<file path="config.mk">
export PLATFORM = sky130hd
export DESIGN_NAME = four_mode_dac_waveform_generator
export DESIGN_NICKNAME = d
export VERILOG_FILES = /design/src/hdl/fmdwg_pkg.sv /design/src/hdl/fmdwg_regs.sv /design/src/hdl/fmdwg_wave.sv /design/src/hdl/four_mode_dac_waveform_generator.sv
export SDC_FILE = /design/constraint.sdc
export NUM_CORES = 1
export LEC_CHECK = 0
export BUFFER_PORTS_ARGS = -buffer_cell sky130_fd_sc_hd__clkbuf_2
export CORE_MARGIN = 5
export CORE_UTILIZATION = 40
export CTS_BUF_LIST = sky130_fd_sc_hd__clkbuf_8 sky130_fd_sc_hd__clkbuf_16
export CTS_CLUSTER_DIAMETER = 40
export DETAILED_ROUTE_END_ITERATION = 7
export GPL_TIMING_DRIVEN = 0
export PLACE_DENSITY = 0.71
export REMOVE_ABC_BUFFERS = 1
export SLEW_MARGIN = 20
export SYNTH_ARGS = -nofsm -noshare
export SYNTH_HDL_FRONTEND = slang
export SYNTH_SLANG_ARGS = --single-unit
</file>
<file path="constraint.sdc">
create_clock -name clk -period 8.8 [get_ports clk]
set_input_delay 1.76 -clock clk [delete_from_list [all_inputs] [get_ports clk]]
set_output_delay 1.76 -clock clk [all_outputs]
set_load 0.02 [all_outputs]
</file>
<file path="src/hdl/fmdwg_pkg.sv">
// Shared types and constants for the four-mode DAC waveform generator.
// No dependencies; imported by every module of the block.
package fmdwg_pkg;

	localparam int CODE_BITS = 12;
	localparam int PROD_BITS = 2 * CODE_BITS;
	localparam int WORD_BITS = 14;

	localparam logic [CODE_BITS-1:0] CODE_MAX = {CODE_BITS{1'b1}};
	localparam logic [WORD_BITS-1:0] CTRL_BITS = 14'h3000;

	localparam logic [CODE_BITS-1:0] STEP_RESET = 12'd74;
	localparam logic [CODE_BITS-1:0] PEAK_RESET = 12'd1480;
	localparam logic [CODE_BITS-1:0] FALL_RESET = 12'd20;

	typedef enum logic [1:0] {
		MODE_DC     = 2'd0,
		MODE_SQUARE = 2'd1,
		MODE_SAW    = 2'd2,
		MODE_TRI    = 2'd3
	} mode_t;

	typedef enum logic [1:0] {
		REG_MODE = 2'd0,
		REG_STEP = 2'd1,
		REG_PEAK = 2'd2,
		REG_FALL = 2'd3
	} reg_idx_t;

	typedef struct packed {
		mode_t                mode;
		logic [CODE_BITS-1:0] step;
		logic [CODE_BITS-1:0] peak;
		logic [CODE_BITS-1:0] fall;
	} cfg_t;

	typedef struct packed {
		logic [CODE_BITS-1:0] up;
		logic [CODE_BITS-1:0] down;
		logic                 rising;
	} wave_state_t;

	typedef struct packed {
		logic [CODE_BITS-1:0] code;
		logic                 falling;
	} result_t;

endpackage

</file>
<file path="src/hdl/fmdwg_regs.sv">
// Configuration register file of the waveform generator.
// Depends on fmdwg_pkg for the register map and reset values.
module fmdwg_regs
	import fmdwg_pkg::*;
(
	input  logic                 clk,
	input  logic                 arst_n,
	input  logic                 cfg_we,
	input  logic [1:0]           cfg_index,
	input  logic [CODE_BITS-1:0] cfg_wdata,
	output cfg_t                 cfg,
	output logic                 clear
);

	cfg_t     cfg_q;
	reg_idx_t idx;

	assign idx   = reg_idx_t'(cfg_index);
	assign cfg   = cfg_q;
	// a mode write restarts the waveform
	assign clear = cfg_we && (idx == REG_MODE);

	always_ff @(posedge clk or negedge arst_n) begin
		if (!arst_n) begin
			cfg_q.mode <= MODE_DC;
			cfg_q.step <= STEP_RESET;
			cfg_q.peak <= PEAK_RESET;
			cfg_q.fall <= FALL_RESET;
		end else if (cfg_we) begin
			unique case (idx)
				REG_MODE: cfg_q.mode <= mode_t'(cfg_wdata[1:0]);
				REG_STEP: cfg_q.step <= cfg_wdata;
				REG_PEAK: cfg_q.peak <= cfg_wdata;
				REG_FALL: cfg_q.fall <= cfg_wdata;
				default:  cfg_q.mode <= cfg_q.mode;
			endcase
		end
	end

endmodule

</file>
<file path="src/hdl/fmdwg_wave.sv">
// Per-word waveform logic: counter update, one multiply-compare, mode select.
// Purely combinational; depends on fmdwg_pkg.
module fmdwg_wave
	import fmdwg_pkg::*;
(
	input  cfg_t                 cfg,
	input  wave_state_t          cur,
	input  logic                 tick,
	input  logic [CODE_BITS-1:0] level,
	output wave_state_t          nxt,
	output result_t              res
);

	logic [CODE_BITS-1:0] up_inc;
	logic [CODE_BITS-1:0] dn_dec;
	logic [CODE_BITS-1:0] mul_op;
	logic [PROD_BITS-1:0] prod;
	logic                 at_peak;
	logic [CODE_BITS-1:0] clipped;
	logic                 tri_fall;

	assign tri_fall = (cfg.mode == MODE_TRI) && !cur.rising;
	assign up_inc   = tick ? cur.up + 1'b1 : cur.up;
	assign dn_dec   = (tick && tri_fall && (cur.down != '0)) ? cur.down - 1'b1 : cur.down;

	// one multiplier, shared by the rising and falling ramps
	assign mul_op  = tri_fall ? dn_dec : up_inc;
	assign prod    = PROD_BITS'(mul_op) * PROD_BITS'(cfg.step);
	assign at_peak = prod >= PROD_BITS'(cfg.peak);
	assign clipped = (prod > PROD_BITS'(CODE_MAX)) ? CODE_MAX : prod[CODE_BITS-1:0];

	always_comb begin
		nxt.up      = up_inc;
		nxt.down    = dn_dec;
		nxt.rising  = cur.rising;
		res.code    = '0;
		res.falling = 1'b0;
		case (cfg.mode)
			MODE_DC: begin
				res.code = level;
			end
			MODE_SQUARE: begin
				res.code = up_inc[0] ? level : '0;
			end
			MODE_SAW: begin
				if (at_peak) begin
					nxt.up = '0;
				end else begin
					res.code = clipped;
				end
			end
			MODE_TRI: begin
				if (cur.rising) begin
					res.code = clipped;
					if (at_peak) begin
						nxt.rising = 1'b0;
						nxt.up     = '0;
						nxt.down   = cfg.fall;
					end
				end else begin
					res.falling = 1'b1;
					if (prod == '0) begin
						nxt.rising = 1'b1;
						nxt.up     = '0;
					end else begin
						res.code = clipped;
					end
				end
			end
			default: begin
				res.code = level;
			end
		endcase
	end

endmodule

</file>
<file path="src/hdl/four_mode_dac_waveform_generator.sv">
// Four-mode DAC waveform generator, top level: input register, waveform state,
// result register. Depends on fmdwg_pkg, fmdwg_regs and fmdwg_wave.
//
// One word in, one DAC code out. Each input word (tick, level) is taken into
// an input register; when the result register is free, the waveform logic
// advances the counters, forms the code for the selected mode (dc, square,
// sawtooth, triangle) with a single 12x12 multiply and peak compare, and
// loads the result register, which drives out_valid. A new word can be taken
// every cycle unless in_stall is high: the throughput is one word per clock,
// set by the one multiply-compare stage that also updates the counters.
// in_stall rises only when the input register holds a word and the result
// register is full and stalled. dac_word is the converter command: control
// bits 0x3000 or'ed with sample_code. falling flags codes of the triangle's
// falling phase. Writing the mode register (index 0) restarts the waveform;
// the user must write registers only while the block is idle; the block
// itself does not enforce this.
module four_mode_dac_waveform_generator
	import fmdwg_pkg::*;
(
	input  logic                 clk,
	input  logic                 arst_n,
	// input channel
	input  logic                 in_valid,
	output logic                 in_stall,
	input  logic                 tick,
	input  logic [CODE_BITS-1:0] level,
	// output channel
	output logic                 out_valid,
	input  logic                 out_stall,
	output logic [CODE_BITS-1:0] sample_code,
	output logic [WORD_BITS-1:0] dac_word,
	output logic                 falling,
	// configuration writes
	input  logic                 cfg_we,
	input  logic [1:0]           cfg_index,
	input  logic [CODE_BITS-1:0] cfg_wdata
);

	cfg_t                 cfg;
	logic                 cfg_clear;

	logic                 valid_s1;
	logic                 tick_s1;
	logic [CODE_BITS-1:0] level_s1;
	logic                 valid_s2;
	result_t              res_s2;

	wave_state_t          state_q;
	wave_state_t          state_nxt;
	result_t              res_nxt;

	logic                 in_accept;
	logic                 out_free;
	logic                 advance;

	fmdwg_regs u_regs (
		.clk       (clk),
		.arst_n    (arst_n),
		.cfg_we    (cfg_we),
		.cfg_index (cfg_index),
		.cfg_wdata (cfg_wdata),
		.cfg       (cfg),
		.clear     (cfg_clear)
	);

	fmdwg_wave u_wave (
		.cfg   (cfg),
		.cur   (state_q),
		.tick  (tick_s1),
		.level (level_s1),
		.nxt   (state_nxt),
		.res   (res_nxt)
	);

	// handshake: result register frees when empty or being drained
	assign out_free  = !valid_s2 || !out_stall;
	assign advance   = valid_s1 && out_free;
	assign in_stall  = valid_s1 && !out_free;
	assign in_accept = in_valid && !in_stall;

	always_ff @(posedge clk or negedge arst_n) begin
		if (!arst_n) begin
			valid_s1 <= 1'b0;
			valid_s2 <= 1'b0;
		end else begin
			if (in_accept) begin
				valid_s1 <= 1'b1;
			end else if (advance) begin
				valid_s1 <= 1'b0;
			end
			if (advance) begin
				valid_s2 <= 1'b1;
			end else if (out_free) begin
				valid_s2 <= 1'b0;
			end
		end
	end

	always_ff @(posedge clk) begin
		if (in_accept) begin
			tick_s1  <= tick;
			level_s1 <= level;
		end
		if (advance) begin
			res_s2 <= res_nxt;
		end
	end

	// waveform state moves once per word that reaches the result register
	always_ff @(posedge clk or negedge arst_n) begin
		if (!arst_n) begin
			state_q.up     <= '0;
			state_q.down   <= '0;
			state_q.rising <= 1'b1;
		end else if (cfg_clear) begin
			state_q.up     <= '0;
			state_q.down   <= '0;
			state_q.rising <= 1'b1;
		end else if (advance) begin
			state_q <= state_nxt;
		end
	end

	assign out_valid   = valid_s2;
	assign sample_code = res_s2.code;
	assign dac_word    = CTRL_BITS | WORD_BITS'(res_s2.code);
	assign falling     = res_s2.falling;

endmodule

</file>
-- After elaboration in Yosys (flattened, before gate mapping)
Cells that the tools add are included.
Widths: inputs -> output; s select.
- register bits after elaboration: 91
- bits of input ports: 32
- output and inout port bits: 29
- add/sub/neg operators: 2
- multiply operators: 1
- magnitude comparators: 2
- eq/ne operators: 6
- mux-type cells: 25
- reductions and logical operators: 26
- operator list (cell ; number):
    $mux 12 ; 12
    $mux 25 ; 3
    $pmux 12 s4 ; 1
    $ge 24x12->1 ; 1
    $gt 24x12->1 const B ; 1
    $logic_not 24->1 ; 1
    $mul 12x12->24 ; 1
    $pmux 12 s2 ; 1
    $mux 13 ; 1
    $add 12x1->12 const B ; 1
    $reduce_bool 12->1 ; 1
    $sub 12x1->12 const B ; 1
    $reduce_and 2->1 ; 5
    $eq 2x2->1 const B ; 4
    $reduce_bool 2->1 ; 4
    $logic_and 1x1->1 ; 7
    $mux 1 ; 7
    $logic_not 1->1 ; 5
    $eq 2x1->1 const B ; 2
    $logic_not 2->1 ; 2
    $logic_or 1x1->1 ; 1

-- Logic depth before layout (Yosys ltp)
Gate-level depths: netlist of run 1.
- depth after elaboration: 13
- mapped depth: 37
- gate-level depth less buffers: 31

-- By module
A second synthesis of run 1 with hierarchy kept.
- cell total of the unflattened synthesis: 996
- area, all modules: 9952.0 µm²
- by module, submodules not included (module ; times used ; cells an instance ; area an instance (µm²)):
    fmdwg_wave ; 1 ; 756 ; 6197.2
    four_mode_dac_waveform_generator ; 1 ; 157 ; 2235.9
    fmdwg_regs ; 1 ; 83 ; 1519.0

-- Least setup slack after synthesis of run 1
No wires, ideal clock.
- path kind: reg-to-reg
- start: reg u_regs.cfg_q, in the netlist u_regs.cfg[37]
- end: reg res_s2, in the netlist sample_code[10], data pin
- setup time: 0.256 ns
- arrival: 8.078 ns
- required time: 8.544 ns
- setup slack: 0.466 ns
- stages on the path, launching flop included: 36
- path buffers: 5
- clock period less this slack: 8.334 ns
- path through: dfrtp_1 -> inv_2 -> or2_1 -> clkbuf_1 -> inv_2 -> and3_1 -> buf_2 -> nand2_1 -> nor3_1 -> nor3b_1 -> xor2_1 -> nand2_1 -> o21ai_0 -> clkbuf_1 -> nand2_1 -> fa_1 -> fa_1 -> inv_1 -> fa_1 -> fa_1 -> inv_1 -> fa_1 -> inv_1 -> ha_1 -> a21o_1 -> a31o_1 -> a21oi_2 -> xnor2_1 -> or4_4 -> nor4_4 -> nand3_2 -> or3_1 -> buf_6 -> o211a_1 -> buf_6 -> a22o_1
- RTL lines (what ; line ; source):
    from (decl) ; fmdwg_regs.sv:15 ; cfg_t cfg_q;
    to (signal assigned) ; four_mode_dac_waveform_generator.sv:105 ; res_s2 <= res_nxt;
    to (decl) ; four_mode_dac_waveform_generator.sv:46 ; result_t res_s2;

==> results of run 1 <==
==> path summary, 6_finish.rpt <==
kind,endpoint,startpoint,slack [ps]
min,out_valid$_DFFE_PN0P_,valid_s1$_DFFE_PN0P_,500
min in group asynchronous,u_regs.cfg[0]$_DFFE_PN0P_,arst_n,1290
max reg2reg,sample_code[4]$_DFFE_PP_,state_q[9]$_DFFE_PN0P_,320
min reg2reg,out_valid$_DFFE_PN0P_,valid_s1$_DFFE_PN0P_,500
max in group asynchronous,u_regs.cfg[22]$_DFFE_PN1P_,arst_n,6920
max,sample_code[4]$_DFFE_PP_,state_q[9]$_DFFE_PN0P_,320
==> cell usage after synthesis (12+ instances only) <==
master	instances
a211oi_1	12
a21oi_1	34
a22o_1	13
and2_1	73
buf_4	14
clkbuf_1	36
dfrtp_1	54
edfxtp_1	26
fa_1	100
ha_1	76
inv_1	146
mux2_2	36
nand2_1	117
nand3_1	18
nand4_1	12
nor2_1	27
o21ai_0	32
xnor2_1	20
xor2_1	23
==> metrics by stage <==
step	hold WS, ps	std cells	setup slack [ps]
detailed placement	478.1	1357	-1463
CTS	493.8	1379	5.546
global placement	464.6	1349	-1549
global route	514.7	1396	-18.88
floorplan	456.4	967	312.5
finish	502.9	1396	315.3
==> logic make-up (layout without fill, tap and decap cells) <==
| family | count (synthesis) | after routing | share of synthesized area |
|---|---|---|---|
| AO/OA/AOI/OAI | 153 | 153 | 0.1095 |
| XOR/XNOR | 43 | 43 | 0.03842 |
| flip-flops | 91 | 91 | 0.2470 |
| adder cells (fa/ha/maj) | 176 | 176 | 0.3012 |
| AND/OR/NAND/NOR | 315 | 316 | 0.1683 |
| other | 1 | 2 | 0.0003825 |
| buffers and inverters | 213 | 253 | 0.09177 |
| multiplexers | 38 | 38 | 0.04340 |
==> per-layer routing <==
metal	vias to the layer above	track usage
met3	33	0.02252
met4	0	0.04482
li1	3455	-
met2	172	0.2743
met5	-	0
met1	3699	0.2277
==> flip-flops by register name, summed over array words and instances, names as in the netlist <==
name,count
falling,1
level_s1,12
out_valid,1
sample_code,12
state_q,25
tick_s1,1
u_regs.cfg,38
valid_s1,1
==> cell type report <==
| class | instances | area share |
|---|---|---|
| clock buffers | 9 | 0.02064 |
| clock inverters | 7 | 0.005388 |
| inverters | 149 | 0.05182 |
| multi-input cells | 728 | 0.6129 |
| flip-flops and latches | 91 | 0.2221 |
| well taps | 324 | 0.03714 |
| repair buffers | 88 | 0.05010 |
==> repair_timing <==
item                                    CTS  global route
gates cloned                              1             0
pin swaps                                 4            14
endpoints found under the hold margin     0             0
resized for setup                        18            25
setup buffers                             5            17
endpoints found under the setup margin   37            37
==> power by group <==
part / internal (mW) / total, mW / switching (mW)
Combinational: 0.624 / 1.50 / 0.877
Clock: 0.197 / 0.379 / 0.182
Sequential: 0.549 / 0.673 / 0.124
==> results_dict.tcl, run 1 <==
set metrics [dict create \
    cts.clk_slew.worst_paths_ps 70 \
    setup_viol 0 \
    slew_headroom 0.2729 \
    netlist_instances 1030 \
    p_per_area_nw_per_um2 234.0 \
    worst_r2r_path_depth 29 \
    die_area_um2 27740 \
    total_power_mw 2.553 \
    start_kind "register" \
    htreeDepth 3 \
    ctsLongestPathBuffers 2 \
    fillCellCount 2280 \
    viasPerCell 5.271 \
    ant_nets 0 \
    fin_crit_sh 0.9642 \
    finalInstanceArea_um2 10910 \
    wl_per_cell_um 16.46 \
    synth_area_leaders "fa_1 20%, dfrtp_1 14%, ha_1 9.7%" \
    grt_pass1_wl_mm 38.05 \
    drive_gt1_frac 0.2034 \
    initial_core_util 0.4043 \
    cts_tree "done" \
    dp.final_hpwl_mm 17.32 \
    met1Wirelength_mm 10.29 \
    worst_pin_slew_ps 1091 \
    diodes 0 \
    holdPathStages 1 \
    ys.flop_type "dfrtp_1" \
    period_minus_slack_ps 8485 \
    endpoint_kind "register" \
    final_cell_mix "146 x inv_1, 116 x nand2_1, 100 x fa_1" \
    fin_util 0.4501 \
    hold_viol 0 \
    antenna_found_initial 0 \
    grt-ovfl-total 0 \
    synth_cell_types 77 \
    min_path_type "reg -> reg" \
    nets 1275 \
    synthArstFlopShare 0.7143 \
    fmax_ghz 0.1179 \
    ir_worst_vdd_uv 143.7 \
    finalSetupTns_ps 0 \
    placed_area_um2 10270 \
    yosysSeqAreaShare 0.2470 \
    multiInputGateArea_um2 6689 \
    cp_num_buf_inv 5 \
    path_depth 29 \
    grt_max_degree 52 \
    syn2layout_area_growth_pct 11.33 \
    die_w_um 166.6 \
    cts_hold_buffers 0 \
    path_delay_family "adder cells" \
    cp_max_fo 10 \
    wl_met2_mm 11.17 \
    vias 7359 \
    cap_violations 0 \
    clock-sinks 91 \
    layout.area.seq_um2 2424 \
    final_common_cell "inv_1" \
    drc 0 \
    met3_length_um 973 \
    wl_mm 22.98 \
    grt_pass1_vias 7429 \
    syn-mean-instance-area_um2 9.518 \
    slowest_delay_ps 560 \
    yosys.area.top_type "fa_1" \
    yosysWarnings 0 \
    io_pins 61 \
    synth_enable_flop_cells 26 \
    placementRows 57 \
    die_h_um 166.6 \
    worstPathArrival_ps 8590 \
    clockRootBuffer "clkbuf_16" \
    slowest_stage "or4_4" \
    coreArea_um2 24250 \
    worstSetupPathType "reg -> reg" \
    port_buffers 58 \
    syn_area_um2 9803 \
    top_layer_used "met4" \
    cp.required_ps 8910 \
    power_leakage_nw 5.302 \
    dr.first_iter.drc_count 497 \
    cpMostUsedCell "fa_1" \
    run_status "complete, no violations" \
    final-max-slew-violation-count 0 \
    cts_made_buffers 9 \
    grt_use_total 0.1650 \
    ys_ff_latch 91 \
    fin_skew_ps 10.22 \
    yosysTopAreaCellShare 0.2042 \
    drtPass1Iterations 5 \
    clock_latency_ps 360 \
    place_congestion 0.8198 \
]
Power figures use the tool's default switching activity.
==> inputs of run 2 (changes only) <==
--- a/config.mk
+++ b/config.mk
@@ -12,7 +12,7 @@
 export CTS_CLUSTER_DIAMETER = 40
 export DETAILED_ROUTE_END_ITERATION = 7
 export GPL_TIMING_DRIVEN = 0
-export PLACE_DENSITY = 0.71
+export PLACE_DENSITY = 0.64
 export REMOVE_ABC_BUFFERS = 1
 export SLEW_MARGIN = 20
 export SYNTH_ARGS = -nofsm -noshare
==> run 2 against run 1 <==
  * Flip-flop and latch count did not move
  * Clock-buffer cell count did not move
  * Setup slack got worse by 23 ps
  * Cell area barely moved
  * Combinational power barely moved
  * Routed wire length fell by 1.4%
  * Clock skew rose by 5.8 ps
  * Critical endpoint is now sample_code[10]$_DFFE_PP_
  * Largest cell class unchanged
==> results_dict.tcl, run 2 (synthesis gave the netlist of run 1 again) <==
set metrics [dict create \
    dp.final_hpwl_mm 17.43 \
    cts_hold_buffers 0 \
    fin_skew_ps 16.03 \
    cts_tree "done" \
    vias 7218 \
    worstPathArrival_ps 8590 \
    fmax_ghz 0.1175 \
    wl_mm 22.66 \
    cp_max_fo 12 \
    cpMostUsedCell "fa_1" \
    final_cell_mix "148 x inv_1, 116 x nand2_1, 100 x fa_1" \
    grt_pass1_vias 7334 \
    clock_latency_ps 340 \
    drc 0 \
    htreeDepth 3 \
    grt_max_degree 50 \
    die_w_um 166.6 \
    fillCellCount 2320 \
    ir_worst_vdd_uv 143.8 \
    period_minus_slack_ps 8508 \
    ctsLongestPathBuffers 2 \
    viasPerCell 5.152 \
    p_per_area_nw_per_um2 237.3 \
    endpoint_kind "register" \
    finalInstanceArea_um2 10910 \
    cts_made_buffers 9 \
    worstSetupPathType "reg -> reg" \
    clockRootBuffer "clkbuf_16" \
    placementRows 57 \
    port_buffers 58 \
    clock-sinks 91 \
    cap_violations 0 \
    worst_pin_slew_ps 1070 \
    io_pins 61 \
    whs_ps 503.4 \
    final-max-slew-violation-count 0 \
    largest_reg_flops 38 \
    antenna_found_initial 0 \
    grt-ovfl-total 0 \
    drtPass1Iterations 5 \
    nets 1280 \
    slew_headroom 0.2864 \
    power_leakage_nw 5.329 \
    drive_gt1_frac 0.2033 \
    syn2layout_area_growth_pct 11.30 \
    run_status "complete, no violations" \
    placed_area_um2 10270 \
    die_area_um2 27740 \
    initial_core_util 0.4043 \
    slowest_delay_ps 570 \
    grt_pass1_wl_mm 37.44 \
    final_common_cell "inv_1" \
    grt_use_total 0.1617 \
    dr.first_iter.drc_count 332 \
    diodes 0 \
    start_kind "register" \
    fin_util 0.4499 \
    die_h_um 166.6 \
    cts.clk_slew.worst_paths_ps 60 \
    place_congestion 0.8737 \
    coreArea_um2 24250 \
    slowest_stage "fa_1" \
    hold_viol 0 \
    min_path_type "reg -> reg" \
    wl_per_cell_um 16.17 \
    ant_nets 0 \
    setup_viol 0 \
    cp.required_ps 8880 \
    fin_crit_sh 0.9668 \
]
==> run 2: changes by cell type in the layout (fill, tap and decap cells not counted), sizes merged <==
cell / previous run / this run
clkinv: 4 / 3
nand3: 21 / 20
bufinv: 0 / 1
o2111a: 1 / 2
buf: 30 / 35
==> run 2: layout make-up <==
class,count,area (um2),share of cell area
timing repair buffer,93,579.3,0.05310
sequential,91,2424,0.2221
clock inverter,7,68.82,0.006307
inverter,149,565.5,0.05183
clock buffer,9,225.2,0.02064
tap,324,405.4,0.03716
multi-input combinational,728,6643,0.6088
==> run 2: worst paths after layout <==
path | start | end | slack [ps] | cells after the start
setup / recovery | state_q[0]$_DFFE_PN1P_ | sample_code[10]$_DFFE_PP_ | 290 | 30
hold / removal | valid_s1$_DFFE_PN0P_ | out_valid$_DFFE_PN0P_ | 500 | 1
setup reg to reg | state_q[0]$_DFFE_PN1P_ | sample_code[10]$_DFFE_PP_ | 290 | 30
hold reg to reg | valid_s1$_DFFE_PN0P_ | out_valid$_DFFE_PN0P_ | 500 | 1
max in group asynchronous | arst_n | u_regs.cfg[30]$_DFFE_PN1P_ | 6910 | 2
min in group asynchronous | arst_n | u_regs.cfg[1]$_DFFE_PN0P_ | 1320 | 1
==> run 2: timing repair <==
action,in CTS,in global routing
pin swaps,6,12
gates cloned,1,0
buffers inserted,7,18
resized for setup,23,18
endpoints found under the setup margin,37,37
==> run 2: through the flow <==
| stage | power [mW] | worst slack (ps) | cells | setup TNS (ps) |
|---|---|---|---|---|
| finish | 2.589 | 292.0 | 1401 | 0 |
| global route | 2.801 | -23.52 | 1401 | -96.10 |
| CTS | 2.546 | 11.92 | 1383 | 0 |
| detailed placement | 2.073 | -1333 | 1359 | -41230 |
| global placement | 2.038 | -1640 | 1349 | -54250 |
| floorplan | 1.652 | 312.5 | 967 | 0 |
==> run 2: power breakdown <==
part	leakage, nW	switching [mW]	internal (mW)
Clock	0.153	0.167	0.220
Sequential	1.05	0.124	0.549
Combinational	4.13	0.890	0.639
==> run 2: layer usage <==
layer / GRT usage / share of wire / up-vias
li1: - / - / 3464
met5: 0 / 0 / -
met2: 0.2700 / 0.48 / 137
met1: 0.2312 / 0.47 / 3602
met3: 0.02204 / 0.036 / 15
met4: 0.02241 / 0.0075 / 0
==> run 2: critical path, delay by kind of cell, from the launching register on <==
family	cells	cell delay, ps
adder cells (fa/ha/maj)	6	2980
AND/OR/NAND/NOR	14	3280
AO/OA/AOI/OAI	5	910
buffers and inverters	4	410
XOR/XNOR	1	240
flip-flops	1	400
